$ cat src/rtl/smc_pkg.sv
// Shared constants and types for the stepper motion controller.
package smc_pkg;

   localparam int POSITION_BITS = 32;
   localparam int DELAY_BITS    = 16;
   localparam int STEPS_BITS    = 32;
   localparam int SDIST_BITS    = 24;
   localparam int CSR_IDX_BITS  = 2;
   localparam int CSR_DATA_BITS = 32;
   localparam int DIV_STEPS     = STEPS_BITS;
   localparam int DIV_CNT_BITS  = $clog2(DIV_STEPS);

   localparam logic [STEPS_BITS-1:0] HOME_BURST = STEPS_BITS'(10);

   // Configuration register indexes
   localparam logic [CSR_IDX_BITS-1:0] CSR_PULSE_DELAY   = 2'd0;
   localparam logic [CSR_IDX_BITS-1:0] CSR_TRAVEL_LIMIT  = 2'd1;
   localparam logic [CSR_IDX_BITS-1:0] CSR_STEP_DISTANCE = 2'd2;

   // Command codes
   localparam logic [1:0] OP_TICK     = 2'd0;
   localparam logic [1:0] OP_MOVE_BY  = 2'd1;
   localparam logic [1:0] OP_MOVE_TO  = 2'd2;
   localparam logic [1:0] OP_HOME     = 2'd3;

   typedef enum logic [3:0] {
      PH_IDLE = 4'b0001,
      PH_HIGH = 4'b0010,
      PH_LOW  = 4'b0100,
      PH_GAP  = 4'b1000
   } pulse_phase_type;

   typedef enum logic [2:0] {
      S_IDLE = 3'b001,
      S_DIV  = 3'b010,
      S_FIN  = 3'b100
   } ctrl_state_type;

endpackage

$ cat src/rtl/stepper_motion_controller.sv
// Stepper step/direction controller with position tracking: each input word is one
// tick and returns one result word. A tick without a new move is committed in the cycle it is accepted.
// A move command (op 1 or 2) accepted while idle returns its result word only after a
// divide: the step count comes from a shift-subtract divider that resolves one
// quotient bit per cycle. The controller starts it, waits in S_DIV for done, and
// finishes the tick in S_FIN once the output is free. The block holds req_tready low
// while the move is in S_DIV or S_FIN. Homing and step timing need no divide.
module stepper_motion_controller
   import smc_pkg::*;
(
   input  logic                     clock,
   input  logic                     reset,
   // tdata: distance[31:0], limit_switch[32], zero pad [39:33]
   input  logic                     req_tvalid,
   output logic                     req_tready,
   input  logic [39:0]              req_tdata,
   // tuser: op[1:0]
   input  logic [1:0]               req_tuser,
   // tdata: step_out[0], dir_out[1], busy_res[2], position[34:3], rejected[35],
   //        step_blocked[36], zero pad [39:37]
   output logic                     rsp_tvalid,
   input  logic                     rsp_tready,
   output logic [39:0]              rsp_tdata,
   input  logic                     csr_we,
   input  logic [CSR_IDX_BITS-1:0]  csr_index,
   input  logic [CSR_DATA_BITS-1:0] csr_wdata
);

   localparam logic signed [POSITION_BITS+1:0] POS_MAX =
      (POSITION_BITS+2)'((64'd1 << (POSITION_BITS - 1)) - 64'd1);
   localparam logic signed [POSITION_BITS+1:0] POS_MIN = -POS_MAX - 1;

   // configuration
   logic [DELAY_BITS-1:0]           pulse_delay_ff;
   logic signed [POSITION_BITS-1:0] travel_limit_ff;
   logic [SDIST_BITS-1:0]           step_distance_ff;

   // motion state
   logic signed [POSITION_BITS-1:0] pos_ff, pos_in;
   logic [STEPS_BITS-1:0]           steps_ff, steps_in;
   logic                            fwd_ff, fwd_in;
   pulse_phase_type                 phase_ff, phase_in;
   logic [DELAY_BITS-1:0]           cd_ff, cd_in;
   logic                            home_ff, home_in;

   ctrl_state_type                  st_ff, st_in;
   logic                            sw_ff;
   logic                            neg_ff;

   logic                            rsp_valid_ff;
   logic [39:0]                     rsp_data_ff;

   logic [1:0]                      op;
   logic signed [POSITION_BITS-1:0] req_dist;
   logic                            sw;
   logic                            accept;
   logic                            out_free;
   logic                            busy;
   logic                            start_div;
   logic                            commit;
   logic                            cur_sw;
   logic signed [POSITION_BITS:0]   diff;
   logic [STEPS_BITS-1:0]           diff_mag;
   logic [SDIST_BITS-1:0]           div_den;
   logic                            div_done;
   logic [STEPS_BITS-1:0]           div_quo;
   logic [DELAY_BITS-1:0]           delay_load;

   logic                            so_c, blk_c, rej_c, busy_c;

   assign op       = req_tuser;
   assign req_dist = req_tdata[POSITION_BITS-1:0];
   assign sw       = req_tdata[POSITION_BITS];
   assign out_free = !rsp_valid_ff || rsp_tready;
   assign req_tready = (st_ff == S_IDLE) && out_free;
   assign accept   = req_tvalid && req_tready;
   assign busy     = home_ff || (steps_ff != '0) || (phase_ff != PH_IDLE);
   assign start_div = accept && !busy && (op == OP_MOVE_BY || op == OP_MOVE_TO);
   assign commit   = (accept && !start_div) || (st_ff == S_FIN && out_free);
   assign cur_sw   = (st_ff == S_FIN) ? sw_ff : sw;

   assign delay_load = (pulse_delay_ff == '0) ? '0 : pulse_delay_ff - 1'b1;

   always_comb begin
      if (op == OP_MOVE_TO)
         diff = {req_dist[POSITION_BITS-1], req_dist} - {pos_ff[POSITION_BITS-1], pos_ff};
      else
         diff = {req_dist[POSITION_BITS-1], req_dist};
      diff_mag = diff[POSITION_BITS] ? STEPS_BITS'(-diff) : STEPS_BITS'(diff);
      div_den  = (step_distance_ff == '0) ? SDIST_BITS'(1) : step_distance_ff;
   end

   smc_div u_div (
      .clock    (clock),
      .reset    (reset),
      .start    (start_div),
      .dividend (diff_mag),
      .divisor  (div_den),
      .done     (div_done),
      .quotient (div_quo)
   );

   // one tick of motion: a divide finish or optional command start, phase timing, then the step decision
   always_comb begin
      logic                          do_decide;
      logic signed [POSITION_BITS+1:0] p_ext;
      logic signed [POSITION_BITS+1:0] sd_ext;
      logic signed [POSITION_BITS+1:0] p_new;
      logic                          skip;

      do_decide = 1'b0;
      skip      = 1'b0;
      so_c      = 1'b0;
      blk_c     = 1'b0;
      rej_c     = 1'b0;
      pos_in    = pos_ff;
      steps_in  = steps_ff;
      fwd_in    = fwd_ff;
      phase_in  = phase_ff;
      cd_in     = cd_ff;
      home_in   = home_ff;
      p_ext     = (POSITION_BITS+2)'(pos_ff);
      sd_ext    = (POSITION_BITS+2)'({1'b0, step_distance_ff});
      p_new     = p_ext;

      if (st_ff == S_FIN) begin
         fwd_in    = (div_quo != '0) && !neg_ff;
         steps_in  = div_quo;
         phase_in  = PH_IDLE;
         do_decide = 1'b1;
      end else begin
         rej_c = (op != OP_TICK) && busy;
         if (op == OP_HOME && !busy) begin
            fwd_in    = 1'b0;
            home_in   = 1'b1;
            steps_in  = '0;
            phase_in  = PH_IDLE;
            do_decide = 1'b1;
         end else if (busy) begin
            unique case (phase_ff)
               PH_HIGH: begin
                  if (cd_ff != '0) begin
                     cd_in = cd_ff - 1'b1;
                     so_c  = 1'b1;
                  end else begin
                     phase_in = PH_LOW;
                     cd_in    = delay_load;
                  end
               end
               PH_LOW: begin
                  if (cd_ff != '0) begin
                     cd_in = cd_ff - 1'b1;
                  end else begin
                     // advance the position, clamped to the signed range
                     if (fwd_ff) begin
                        p_new = p_ext + sd_ext;
                        if (p_new > POS_MAX) p_new = POS_MAX;
                     end else begin
                        p_new = p_ext - sd_ext;
                        if (p_new < POS_MIN) p_new = POS_MIN;
                     end
                     pos_in   = POSITION_BITS'(p_new);
                     phase_in = PH_GAP;
                     cd_in    = delay_load;
                  end
               end
               PH_GAP: begin
                  if (cd_ff != '0) begin
                     cd_in = cd_ff - 1'b1;
                  end else begin
                     phase_in  = PH_IDLE;
                     do_decide = 1'b1;
                  end
               end
               default: begin
                  do_decide = 1'b1;
               end
            endcase
         end
      end

      if (do_decide) begin
         if (steps_in == '0) begin
            if (!home_in) begin
               skip = 1'b1;
            end else if (cur_sw) begin
               pos_in  = '0;
               home_in = 1'b0;
               skip    = 1'b1;
            end else begin
               steps_in = HOME_BURST;
            end
         end
         if (!skip) begin
            steps_in = steps_in - 1'b1;
            if ((cur_sw && !fwd_in) || (fwd_in && (pos_in >= travel_limit_ff))) begin
               blk_c    = 1'b1;
               phase_in = PH_IDLE;
            end else begin
               phase_in = PH_HIGH;
               cd_in    = delay_load;
               so_c     = 1'b1;
            end
         end
      end

      busy_c = home_in || (steps_in != '0) || (phase_in != PH_IDLE);
   end

   always_comb begin
      st_in = st_ff;
      unique case (st_ff)
         S_IDLE: if (start_div) st_in = S_DIV;
         S_DIV:  if (div_done) st_in = S_FIN;
         S_FIN:  if (out_free) st_in = S_IDLE;
         default: st_in = S_IDLE;
      endcase
   end

   always_ff @(posedge clock) begin
      if (reset) begin
         st_ff            <= S_IDLE;
         pulse_delay_ff   <= DELAY_BITS'(1000);
         travel_limit_ff  <= POSITION_BITS'(32'sh7FFFFFFF);
         step_distance_ff <= SDIST_BITS'(65536);
         pos_ff           <= '0;
         steps_ff         <= '0;
         fwd_ff           <= 1'b0;
         phase_ff         <= PH_IDLE;
         cd_ff            <= '0;
         home_ff          <= 1'b0;
         rsp_valid_ff     <= 1'b0;
      end else begin
         st_ff <= st_in;
         if (csr_we) begin
            unique case (csr_index)
               CSR_PULSE_DELAY:   pulse_delay_ff   <= csr_wdata[DELAY_BITS-1:0];
               CSR_TRAVEL_LIMIT:  travel_limit_ff  <= csr_wdata[POSITION_BITS-1:0];
               CSR_STEP_DISTANCE: step_distance_ff <= csr_wdata[SDIST_BITS-1:0];
               default: ;
            endcase
         end
         if (commit) begin
            pos_ff       <= pos_in;
            steps_ff     <= steps_in;
            fwd_ff       <= fwd_in;
            phase_ff     <= phase_in;
            cd_ff        <= cd_in;
            home_ff      <= home_in;
            rsp_valid_ff <= 1'b1;
         end else if (rsp_tready) begin
            rsp_valid_ff <= 1'b0;
         end
      end
      // hold the switch and sign of the move while the divide runs
      if (start_div) begin
         sw_ff  <= sw;
         neg_ff <= diff[POSITION_BITS];
      end
      if (commit)
         rsp_data_ff <= {3'b000, blk_c, rej_c, pos_in, busy_c, fwd_in, so_c};
   end

   assign rsp_tvalid = rsp_valid_ff;
   assign rsp_tdata  = rsp_data_ff;

   a_div_to_fin : assert property (@(posedge clock) disable iff (reset)
      (st_ff == S_DIV && div_done) |=> st_ff == S_FIN)
      else $error("divide result not taken");
   a_step_enters_high : assert property (@(posedge clock) disable iff (reset)
      (commit && so_c) |=> phase_ff == PH_HIGH)
      else $error("step line high outside high phase");
   a_step_xor_block : assert property (@(posedge clock) disable iff (reset)
      rsp_valid_ff |-> !(rsp_data_ff[0] && rsp_data_ff[POSITION_BITS+4]))
      else $error("step and skip in one word");
   a_start_only_idle : assert property (@(posedge clock) disable iff (reset)
      start_div |-> !busy && st_ff == S_IDLE)
      else $error("move started while busy");

endmodule

$ cat src/rtl/smc_div.sv
// Shift-subtract unsigned divider, one quotient bit per cycle.
module smc_div
   import smc_pkg::*;
(
   input  logic                  clock,
   input  logic                  reset,
   input  logic                  start,
   input  logic [STEPS_BITS-1:0] dividend,
   input  logic [SDIST_BITS-1:0] divisor,
   output logic                  done,
   output logic [STEPS_BITS-1:0] quotient
);

   logic                    run_ff, run_in;
   logic                    done_ff, done_in;
   logic [DIV_CNT_BITS-1:0] cnt_ff, cnt_in;
   logic [SDIST_BITS-1:0]   rem_ff, rem_in;
   logic [SDIST_BITS-1:0]   den_ff, den_in;
   logic [STEPS_BITS-1:0]   quo_ff, quo_in;
   logic [SDIST_BITS:0]     trial;
   logic                    last;

   assign last  = (cnt_ff == DIV_CNT_BITS'(DIV_STEPS - 1));
   assign trial = {rem_ff, quo_ff[STEPS_BITS-1]};

   always_comb begin
      run_in  = run_ff;
      done_in = 1'b0;
      cnt_in  = cnt_ff;
      rem_in  = rem_ff;
      den_in  = den_ff;
      quo_in  = quo_ff;
      if (start) begin
         run_in = 1'b1;
         cnt_in = '0;
         rem_in = '0;
         den_in = divisor;
         quo_in = dividend;
      end else if (run_ff) begin
         // shift one dividend bit in, subtract when it fits
         if (trial >= {1'b0, den_ff}) begin
            rem_in = SDIST_BITS'(trial - {1'b0, den_ff});
            quo_in = {quo_ff[STEPS_BITS-2:0], 1'b1};
         end else begin
            rem_in = trial[SDIST_BITS-1:0];
            quo_in = {quo_ff[STEPS_BITS-2:0], 1'b0};
         end
         cnt_in = cnt_ff + 1'b1;
         if (last) begin
            run_in  = 1'b0;
            done_in = 1'b1;
         end
      end
   end

   always_ff @(posedge clock) begin
      if (reset) begin
         run_ff  <= 1'b0;
         done_ff <= 1'b0;
         cnt_ff  <= '0;
      end else begin
         run_ff  <= run_in;
         done_ff <= done_in;
         cnt_ff  <= cnt_in;
      end
      rem_ff <= rem_in;
      den_ff <= den_in;
      quo_ff <= quo_in;
   end

   assign done     = done_ff;
   assign quotient = quo_ff;

   a_done_after_run : assert property (@(posedge clock) disable iff (reset)
      done_ff |-> $past(run_ff) && !run_ff)
      else $error("divider done without a finished run");
   a_count_zero_on_start : assert property (@(posedge clock) disable iff (reset)
      start |=> cnt_ff == '0 && run_ff)
      else $error("divider did not restart");
   a_no_start_while_run : assert property (@(posedge clock) disable iff (reset)
      run_ff |-> !start)
      else $error("divider restarted mid-run");

endmodule
$ cat config.mk
export PLATFORM = sky130hd
export DESIGN_NAME = stepper_motion_controller
export DESIGN_NICKNAME = d
export VERILOG_FILES = /design/src/rtl/smc_pkg.sv /design/src/rtl/stepper_motion_controller.sv /design/src/rtl/smc_div.sv
export SDC_FILE = /design/constraint.sdc
export NUM_CORES = 1
export LEC_CHECK = 0
export BUFFER_PORTS_ARGS = -buffer_cell sky130_fd_sc_hd__buf_2
export CORE_AREA = 2 2 219 221
export CTS_CLUSTER_SIZE = 16
export DETAILED_ROUTE_END_ITERATION = 12
export DIE_AREA = 0 0 221 223
export PLACE_DENSITY = 0.68
export SYNTH_ARGS = -nofsm -noshare
export SYNTH_HDL_FRONTEND = slang
export SYNTH_SLANG_ARGS = --single-unit
$ cat constraint.sdc
create_clock -name clock -period 17.4 [get_ports clock]
set_clock_uncertainty 0.15 [all_clocks]
set_input_delay 0.87 -clock clock [delete_from_list [all_inputs] [get_ports clock]]
set_output_delay 0.87 -clock clock [all_outputs]
set_load 0.02 [all_outputs]
# Word level (Yosys, flattened, before mapping)
# Index checks and enable logic that the tools add are counted.
# classes
n_reduce_logical	43
bitwise	2
eq_ne	17
muxes	84
magnitude_cmp	4
add_sub_neg	9
# ops
operator	count
$mux 32	24
$mux 16	9
$reduce_bool 32->1	3
$add 32x25->33	1
$gt 33x32->1 const B	1
$lt 33x32->1 const B	1
$mux 1	33
$mux 33	1
$sub 32x25->33	1
$sub 32x32->33	1
$ge 32x32->1	1
$logic_not 32->1	1
$mux 4	8
$neg 32->32	1
$pmux 16 s2	1
$sub 16x1->16 const B	2
$sub 32x1->32 const B	1
$ge 25x24->1	1
$logic_not 24->1	1
$mux 24	1
$sub 24x24->24	1
$logic_not 16->1	1
$reduce_bool 16->1	1
$pmux 4 s3	1
other kinds (27)	62
# word_totals
output_inout_bits	42
reg_bits	288
inputBits	81

# Depth between registers and ports, before layout
# depth
ltp_word	21
ltp_mapped	32
ltp_nobuf	29

# By module
# From an unflattened synthesis, not the netlist that was laid out.
# unflattened
hier_cells	2846
hier_area_um2	22556.6
# by_module_without_submodules
mod	cells_each	area_each_um2	n_inst	seq_area_each_um2
stepper_motion_controller	2392	17714.5	1	4414.2
smc_div	454	4842.1	1	2302.2

# Worst setup path before layout
# Ideal clock, no wire load.
# synth_timing
path_type	reg-to-reg
from	register step_distance_ff[8]
to	register rsp_data_ff[2], in the netlist rsp_tdata[2], data pin
setup_time_ns	0.272
slack_ns	10.887
period_less_slack_ns	6.513
stages_incl_launch_ff	28
arrival_ns	6.091
required_ns	16.978
n_path_buf	5
cell_sequence	dfxtp_1 -> inv_1 -> ha_1 -> clkbuf_1 -> nand2b_1 -> a21oi_1 -> o21bai_1 -> a21oi_1 -> or4b_1 -> a311o_1 -> clkbuf_1 -> a221oi_1 -> clkbuf_1 -> buf_2 -> a21oi_1 -> o22ai_1 -> nor2_1 -> ha_1 -> nand4_1 -> or3_1 -> nor4_1 -> o31ai_1 -> a211oi_1 -> a21o_1 -> or2_2 -> clkbuf_1 -> o21ai_0 -> or4_1
# synth_via
elab_chain_cells	21
word_cells_on_any_way	24
classes_between	add/sub: 2; order compare: 3; eq/ne: 1; mux: 15; reduce/logical: 3
# synth_rtl
item	line_no	text
start, declared	stepper_motion_controller.sv:36	logic [SDIST_BITS-1:0] step_distance_ff;
start signal, assigned	stepper_motion_controller.sv:239	CSR_STEP_DISTANCE: step_distance_ff <= csr_wdata[SDIST_BITS-1:0];
$sub 32x25->33 / $add 32x25->33 (equally long branches)	stepper_motion_controller.sv:159, stepper_motion_controller.sv:156	
$lt 33x32->1 / $gt 33x32->1 (equally long branches)	stepper_motion_controller.sv:160, stepper_motion_controller.sv:157	
$mux 32 (on tied branches)	stepper_motion_controller.sv:160, stepper_motion_controller.sv:157	
$mux 32 (*)	stepper_motion_controller.sv:155	if (fwd_ff) begin
$mux 32 (*)	stepper_motion_controller.sv:151	if (cd_ff != '0) begin
$mux 32 (*)	stepper_motion_controller.sv:140	unique case (phase_ff)
$mux 32 (*)	stepper_motion_controller.sv:139	end else if (busy) begin
$mux 32 (*)	stepper_motion_controller.sv:133	if (op == OP_HOME && !busy) begin
[6 not listed]	-	
$logic_and 1x1->1 (*)	stepper_motion_controller.sv:196	if ((cur_sw && !fwd_in) || (fwd_in && (pos_in >= travel_limit_ff))) begin
$logic_or 1x1->1 (*)	stepper_motion_controller.sv:196	
$mux 2 (*)	stepper_motion_controller.sv:196	
$mux 4 (*)	stepper_motion_controller.sv:194	if (!skip) begin
$mux 4 (*)	stepper_motion_controller.sv:182	if (do_decide) begin
$ne 4x1->1 (*)	stepper_motion_controller.sv:207	busy_c = home_in || (steps_in != '0) || (phase_in != PH_IDLE);
$logic_or 1x1->1 (*)	stepper_motion_controller.sv:207	
named net busy_c	stepper_motion_controller.sv:69	logic so_c, blk_c, rej_c, busy_c;
end signal, assigned	stepper_motion_controller.sv:261	rsp_data_ff <= {3'b000, blk_c, rej_c, pos_in, busy_c, fwd_in, so_c};
end, declared	stepper_motion_controller.sv:51	logic [39:0] rsp_data_ff;
# The timed path passes the listed nets; every way through them passes the cells marked *. The select of a mux whose other input is x is not followed.
# A chain may end at the register's enable or synchronous reset.

# Worst setup path in the final report
# layout_timing
from	register step_distance_ff[16]
to	register rsp_data_ff[2], in the netlist rsp_tdata[2], data pin
# Same word-level chain as after synthesis.

==> flow_metrics.py <==
metrics = {
    "synth": {
        "synth-xor-area-share_pct": 5.310,
        "yosys.area_share.adder_pct": 8.564,
        "synth_top_area_share_pct": 17.35,
        "synth_compound_area_share_pct": 22.36,
        "ys_ff_latch": 288,
        "ys_warn_count": 0,
        "muxShareOfSynthArea_pct": 2.596,
        "synth_top_family_by_area": "simple AND/OR/NAND/NOR gates",
        "ys_seq_area_share_pct": 30.16,
        "synth_edf_count": 95,
        "async_flop_share_pct": 0,
        "synth_area_um2": 22270,
        "synth_area_leaders": "dfxtp_1 17%, edfxtp_1 13%, ha_1 8.2%",
        "yosys.area_share.simple_pct": 24.81,
        "synth.avg_cell_area_um2": 7.517,
        "synthFlopType": "dfxtp_1",
        "syn-instance-count": 2962,
        "yosysTopAreaCell": "dfxtp_1",
        "synth_cell_types": 92,
    },
    "global_routing": {
        "use_met1_pct": 39.90,
        "grt_max_degree": 86,
        "grt_pass1_wl_um": 117600,
        "antenna_found_initial": 0,
        "use_met2_pct": 48.20,
        "busiest_layer": "met2",
        "grt_util_all_layers_pct": 29.82,
        "grt_overflow": 0,
        "first_global_vias": 20780,
        "use_met3_pct": 4.623,
    },
    "clocking": {
        "cts_tree": "yes",
        "cts-buffers-inserted": 31,
        "post_cts_resized": 0,
        "path_clk_slew_ns": 0.06,
        "clock_sinks": 288,
        "cts_max_level": 1,
        "clk_latency_ns": 0.61,
        "cts-root-buf": "clkbuf_16",
        "clock_path_buffers": 3,
        "post_cts_buffers": 0,
        "cts_hold_buf": 0,
    },
    "floorplan": {
        "pin_count": 123,
        "placementRows": 80,
        "dieArea_um2": 49280,
        "die_w_um": 221,
        "die_h_um": 223,
        "core-area_um2": 47150,
        "start_util_pct": 47.23,
    },
    "timing": {
        "slew_headroom_pct": 17.46,
        "drv_slew": 0,
        "fin_crit_sh_pct": 53.34,
        "clock.fmax_mhz": 107.7,
        "worstMarginPinSlew_ns": 1.207,
        "timing.final.crit_period_ns": 9.282,
        "setup_tns_ns": 0,
        "fin_ws_ns": 8.118,
        "setup_viol": 0,
        "report.final.hold_viol_count": 0,
        "rsz0062_at_grt": "false",
        "whs_ns": 0.3185,
    },
    "worst_setup_path": {
        "cp.arrival_ns": 9.46,
        "worst_setup_path_start_kind": "flop",
        "crit_type": "flop to flop",
        "worstPathRequired_ns": 17.57,
        "cp-end-kind": "flop",
        "path_max_fanout": 29,
        "r2r-start": "step_distance_ff[16]",
        "r2r_cells": 23,
        "rrSetupSlack_ns": 8.12,
        "r2r_end": "rsp_tdata[2]",
    },
    "power_and_ir_drop": {
        "power.density_nw_per_um2": 147.8,
        "leakage_nw": 10.16,
        "ir_drop_mv": 0.1190,
    },
    "detailed_routing": {
        "routed_wl_um": 76460,
        "vias_per_cell": 6.156,
        "ant_nets": 0,
        "wl_per_cell_um": 21.24,
        "drc_errors": 0,
        "dr.first_iter.drc_count": 2451,
        "first_pass_iters": 6,
        "vias": 22160,
    },
    "place": {
        "place.gp.congestion": 0.9687,
        "port_buffers": 112,
        "dp_hpwl_um": 56530,
        "place_ws_ns": 8.465,
        "placed_cells_incl_taps": 3540,
    },
    "worst_hold_path": {
        "holdPathStages": 2,
        "min_path_type": "flop to flop",
        "hp-start": "travel_limit_ff[27]",
        "hold_path_end": "travel_limit_ff[27]",
    },
    "flow_run": {
        "drv_cap": 0,
    },
    "final_layout": {
        "final_layout_size_suffix_gt1_share_pct": 8.448,
        "nNetsFinal": 3189,
        "fin_cells": 3599,
        "areaGrowthSynthToFinish_pct": 9.603,
    },
    "run_status": {
        "status": "complete, no violations",
    },
}
## where the power goes
part / internal (W) / switching [W]
logic: 0.000654 / 0.00116
clock network: 0.000495 / 0.000304
registers: 0.000859 / 0.000138
## logic make-up after synthesis
group | count (synthesis)
muxes | 57
DFF | 288
other | 1
buffers and inverters | 360
AOI/OAI and AO/OA | 800
xor gates and xnor gates | 135
and+or+nand+nor | 1171
adders and majority gates | 150
## routing by layer
layer / vias up / part of all wire (%)
met5: - / 0
met4: 0 / 4.4
met3: 180 / 8.0
met2: 965 / 45
met1: 10520 / 43
li1: 10490 / -
## how the worst max path moves through the flow
| stage | depth (start not counted) | slack (ns) | end | from |
|---|---|---|---|---|
| floorplan | 27 | 10.89 | rsp_tdata[2] | step_distance_ff[8] |
| finish | 23 | 8.12 | rsp_tdata[2] | step_distance_ff[16] |
| global placement | 24 | 8.60 | rsp_tdata[2] | pos_ff[0] |
| CTS | 24 | 8.44 | rsp_tdata[2] | step_distance_ff[17] |
| detailed placement | 24 | 8.46 | rsp_tdata[2] | pos_ff[0] |
| global route | 24 | 8.01 | rsp_tdata[2] | step_distance_ff[17] |
## final cells by class
cell class	count	area, µm²
Tap cell	615	769.5
Antenna cell	1	2.502
Timing Repair Buffer	138	758.2
Inverter	183	688.2
Sequential cell	288	6716
Fill cell	4509	22740
Clock buffer	35	832.0
Multi-Input combinational cell	2316	14230
Clock inverter	23	402.9
## layout by cell type (no fill, tap or decap), types with 17 or more instances in the layout
master     Yosys  layout
a211oi_1      31      30
a21o_1        37      37
a21oi_1      301     300
a22o_1        17      17
a22oi_1       20      20
a31oi_1       28      27
and3_1        25      25
buf_2          5     111
buf_4          5      27
clkbuf_16      0      32
dfxtp_1      193     193
edfxtp_1      95      95
ha_1         146     145
inv_1        182     181
mux2i_1       51      51
nand2_1      404     404
nand2b_1      36      36
nand3_1       63      63
nand3b_1      45      45
nand4_1       33      33
nor2_1       326     325
nor2b_1       24      24
nor3_1        81      80
nor4_1        36      36
o21a_1        21      21
o21ai_0      168     168
or3_1         17      17
xnor2_1       72      72
xor2_1        63      63
## registers in the layout, summed over array words and instances, names as in the netlist
name              count
u_div.cnt_ff          5
steps_ff             32
fwd_ff                1
st_ff                 3
rsp_tdata            37
home_ff               1
step_distance_ff     24
u_div.rem_ff         24
rsp_tvalid            1
u_div.done            1
u_div.run_ff          1
cd_ff                16
phase_ff              4
pos_ff               32
sw_ff                 1
pulse_delay_ff       16
neg_ff                1
travel_limit_ff      32
u_div.den_ff         24
u_div.quotient       32
## stage by stage
step	utilization, %	power [W]	area (µm²)
after detailed placement	49.14	0.002758	23170
after CTS	51.76	0.003567	24400
after global routing	51.76	0.003838	24400
after floorplan	-	0.002311	22270
final	51.76	0.003606	24400
after global placement	49.14	0.002714	23170
## cell usage after synthesis, types with 63 or more instances
cell type / n
inv_1: 182
xor2_1: 63
a21oi_1: 301
ha_1: 146
dfxtp_1: 193
edfxtp_1: 95
nand2_1: 404
nor2_1: 326
o21ai_0: 168
nor3_1: 81
clkbuf_1: 160
nand3_1: 63
xnor2_1: 72
## critical path, cell delays in order (launching register included)
cell and delay [ns]:
dfxtp_1 0.49, inv_1 0.18, ha_1 0.46, and3_1 0.26
a211oi_1 0.51, o221a_2 0.28, o21ai_0 0.23, a21o_1 0.30
or4_1 0.52, a21o_1 0.55, a21oi_1 0.33, a21oi_1 0.07
o22ai_1 0.64, nor2_1 0.10, ha_1 0.34, nand4_1 0.08
or3_1 0.42, nor4_1 0.64, o31ai_1 0.16, a211oi_1 0.59
a21o_1 0.17, or2_2 0.48, o21ai_0 0.38, or4_1 0.62
Power figures use the tool's default switching activity.
